`src/sv/dpfm_ram.sv`:
```
// Generic simple dual-port RAM, one write port, registered read.
`default_nettype none
module dpfm_ram #(
    parameter int W     = 8,
    parameter int DEPTH = 16,
    localparam int AW   = $clog2(DEPTH)
) (
    input  wire logic          i_clk,
    input  wire logic          i_we,
    input  wire logic [AW-1:0] i_waddr,
    input  wire logic [W-1:0]  i_wdata,
    input  wire logic [AW-1:0] i_raddr,
    output logic      [W-1:0]  o_rdata
);
    logic [W-1:0] r_mem [DEPTH];

    always_ff @(posedge i_clk) begin
        if (i_we) begin
            r_mem[i_waddr] <= i_wdata;
        end
        o_rdata <= r_mem[i_raddr];
    end
endmodule
`default_nettype wire

```
`config.mk`:
```
export PLATFORM = sky130hd
export DESIGN_NAME = dpfm_ram
export DESIGN_NICKNAME = d
export VERILOG_FILES = /design/src/sv/dpfm_ram.sv
export SDC_FILE = /design/constraint.sdc
export NUM_CORES = 1
export LEC_CHECK = 0
export BUFFER_PORTS_ARGS = -buffer_cell sky130_fd_sc_hd__buf_2
export CAP_MARGIN = 20
export CORE_MARGIN = 2
export CORE_UTILIZATION = 44
export DETAILED_ROUTE_END_ITERATION = 6
export MAX_ROUTING_LAYER = met4
export PLACE_DENSITY_LB_ADDON = 0.3
export SYNTH_ARGS = -nofsm -noshare
export SYNTH_HDL_FRONTEND = slang
export SYNTH_SLANG_ARGS = --single-unit
```
`constraint.sdc`:
```
create_clock -name i_clk -period 2.1 [get_ports i_clk]
set_clock_uncertainty 0.1 [all_clocks]
set_input_delay 0.105 -clock i_clk [delete_from_list [all_inputs] [get_ports i_clk]]
set_output_delay 0.105 -clock i_clk [all_outputs]
set_load 0.02 [all_outputs]
```
==> flow_summary.toml <==
[outcome]
status = "completed"

[power]
power.density_nw_per_um2 = 991
total_leakage_power_nw = 2.10
ir_drop_v = 0.000536
comb_power_share = 0.050
p_int_mw = 4.90
clockPowerShare = 0.451
swShare = 0.200
p_sw_mw = 1.23
power_frac_seq = 0.499

[critical_path]
worst_r2r_path_depth = 3
path_delay_family = "multiplexers"
worst_setup_path_start_kind = "flip-flop"
critPathMaxFanout = 1
crit_type = "flip-flop to flip-flop"
worstPathRequired_ps = 2290
cp_cell_sequence = "mux4_1, a22oi_1, nand2_1"
worst-path-stages = 3
crit_buf_inv = 0
crit_slowest_cell = "mux4_1"
critPathMaxStageDelay_ps = 540
cp.arrival_ps = 1650
endpoint_kind = "flip-flop"

[timing]
setup_viol = 0
slew_violations = 0
slew_headroom = 0.594
period_needed_ps = 1460
setup_tns_ps = 0
worstMarginPinSlew_ps = 606
rsz0062_at_grt = "false"
max_freq_mhz = 683
post-route-period-util = 0.697
finalHoldViolCount = 0
layout_setup_ws_ps = 637

[global_route]
grt-ovfl-total = 0
grt_max_degree = 19
grt_first_pass_wirelength_um = 15500
grt_usage = 0.176
first_global_vias = 2591
antenna_found_initial = 1

[synthesis]
post_synth_instance_area_sq_um = 5150
synthCells = 229
yosysTopAreaCell = "edfxtp_1"
ys_seq_area_frac = 0.778
syn_area_per_cell_sq_um = 22.5
synthesis.nets = 247
yosys.area.top_type_share = 0.747
yosysWarnings = 0
synth.area.top_cells = "edfxtp_1 75%, mux4_2 7.9%, mux4_1 7.1%"
ys_seq_elements = 136
synth_cell_types = 19

[drt]
vias_per_cell = 5.40
route.met2.wl_um = 4980
wl_per_cell_um = 21.8
routed_wirelength_um = 9800
vias = 2423
drc = 0
ant_nets = 0
highest_layer = "met4"
firstDrtPassIters = 4
met1Wirelength_um = 4280
drtIter0Drc = 196
wl_met3_um = 437

[placement]
routabilityCongestion = 0.781
dp_worst_setup_slack_ps = 287
place_hpwl_um = 6480
port_buffers = 25

[final_layout]
n_fill_cell = 876
area_growth_pct = 20.1
layout-drive-gt1-share = 0.302
fin_nets = 310

[cts]
ctsRootBufferMaster = "clkbuf_16"
cts_resized = 0
cts_tree = "done"
cts_buffer_depth = 2
clk-insertion-delay-late_ps = 400
cts_max_level = 4
clock-sinks = 136
numCtsBuffers = 17
clk_pin_slew_worst_paths_ps = 50

[floorplanning]
die_w_um = 112
die_h_um = 112
num_rows = 39
dieArea_sq_um = 12600
ios = 26
core_sq_um = 11400
start_util = 0.451

[worst_hold_path]
min_path_cells = 2
holdCritPathClass = "input pin to flip-flop"

[run]
max_cap_viol_count = 0
-- layout make-up --
cell class / count / area [sq um] / area share
flip-flops and latches: 136 / 4000 / 0.648
multi-input cells: 83 / 1060 / 0.171
clock buffers: 19 / 433 / 0.0700
repair buffers: 54 / 375 / 0.0607
well taps: 143 / 179 / 0.0289
clock inverters: 13 / 131 / 0.0213
diodes: 1 / 2.50 / 0.000405
-- per-stage QoR --
step	total power [mW]	cell area, sq um	hold WS [ps]	util	instances
finish	6.13	6180	49.3	0.541	449
global route	6.32	6180	59.7	0.541	449
CTS	6.19	6180	30.5	0.541	448
detailed placement	3.41	5540	407	0.485	408
global placement	3.40	5540	390	0.485	408
floorplan	3.28	5150	104	-	229
-- repair_timing --
| action | CTS | global route |
|---|---|---|
| setup buffers | 0 | 0 |
| endpoints found under the hold margin | 116 | 0 |
| hold buffers | 8 | 0 |
| endpoints found under the setup margin | 0 | 0 |
-- power by group through the flow --
stage | Clock [mW] | Combinational, mW | Sequential, mW
after floorplan | 0 | 0.154 | 3.13
after global placement | 0 | 0.293 | 3.11
after detailed placement | 0 | 0.300 | 3.11
after CTS | 2.82 | 0.315 | 3.06
after global routing | 2.93 | 0.335 | 3.06
final | 2.77 | 0.307 | 3.06
-- synth_stat cells, drive strengths merged --
library cell   count
nand2b             2
nand3b             2
a22oi             16
mux4              32
or3b               1
nand3              1
dfxtp              8
nand2              9
and2b              1
nor3               4
clkdlybuf4s25      3
nor2b              1
nor2              13
edfxtp           128
buf                7
and2               1
-- per-layer routing --
metal | GRT usage | vias to the layer above
li1 | - | 1100
met1 | 0.225 | 1258
met2 | 0.272 | 57
met3 | 0.0518 | 8
met4 | 0.0610 | 0
met5 | - | -
-- layout by cell type, fill, tap and decap left out, types with 2 or more instances in the layout --
| cell type | synthesis | routed |
|---|---|---|
| a22oi_1 | 16 | 16 |
| buf_2 | 3 | 25 |
| buf_4 | 1 | 20 |
| bufinv_16 | 0 | 2 |
| clkbuf_1 | 0 | 2 |
| clkbuf_16 | 0 | 17 |
| clkinv_1 | 0 | 3 |
| clkinv_4 | 0 | 2 |
| clkinvlp_4 | 0 | 5 |
| dfxtp_1 | 8 | 8 |
| dlygate4sd3_1 | 0 | 8 |
| edfxtp_1 | 128 | 128 |
| mux4_1 | 14 | 14 |
| mux4_2 | 18 | 18 |
| nand2_1 | 9 | 9 |
| nand2b_1 | 2 | 2 |
| nand3b_1 | 2 | 2 |
| nor2_1 | 13 | 13 |
| nor3_1 | 4 | 4 |
-- registers in the layout, indices dropped and copies added (netlist names) --
register and flops:
r_mem 128, o_rdata 8
-- cells by family (layout without fill, tap and decap cells) --
kind of cell           after synthesis  after routing  share of synthesized area
DFF                                136            136                      0.778
and+or+nand+nor                     35             35                     0.0318
muxes                               32             32                      0.150
AOI/OAI and AO/OA                   16             16                     0.0233
buffers and inverters               10             86                     0.0168
other                                0              1                          0
-- final timing paths --
path	start	endpoint	slack, ps
worst max register to register	r_mem[1][2]	o_rdata[2]	640
worst min register to register	r_mem[14][5]	o_rdata[5]	560
worst max-delay path	r_mem[1][2]	o_rdata[2]	640
worst min-delay path	i_waddr[1]	r_mem[4][3]	50
Note: power is estimated with default switching activity, not from simulation.
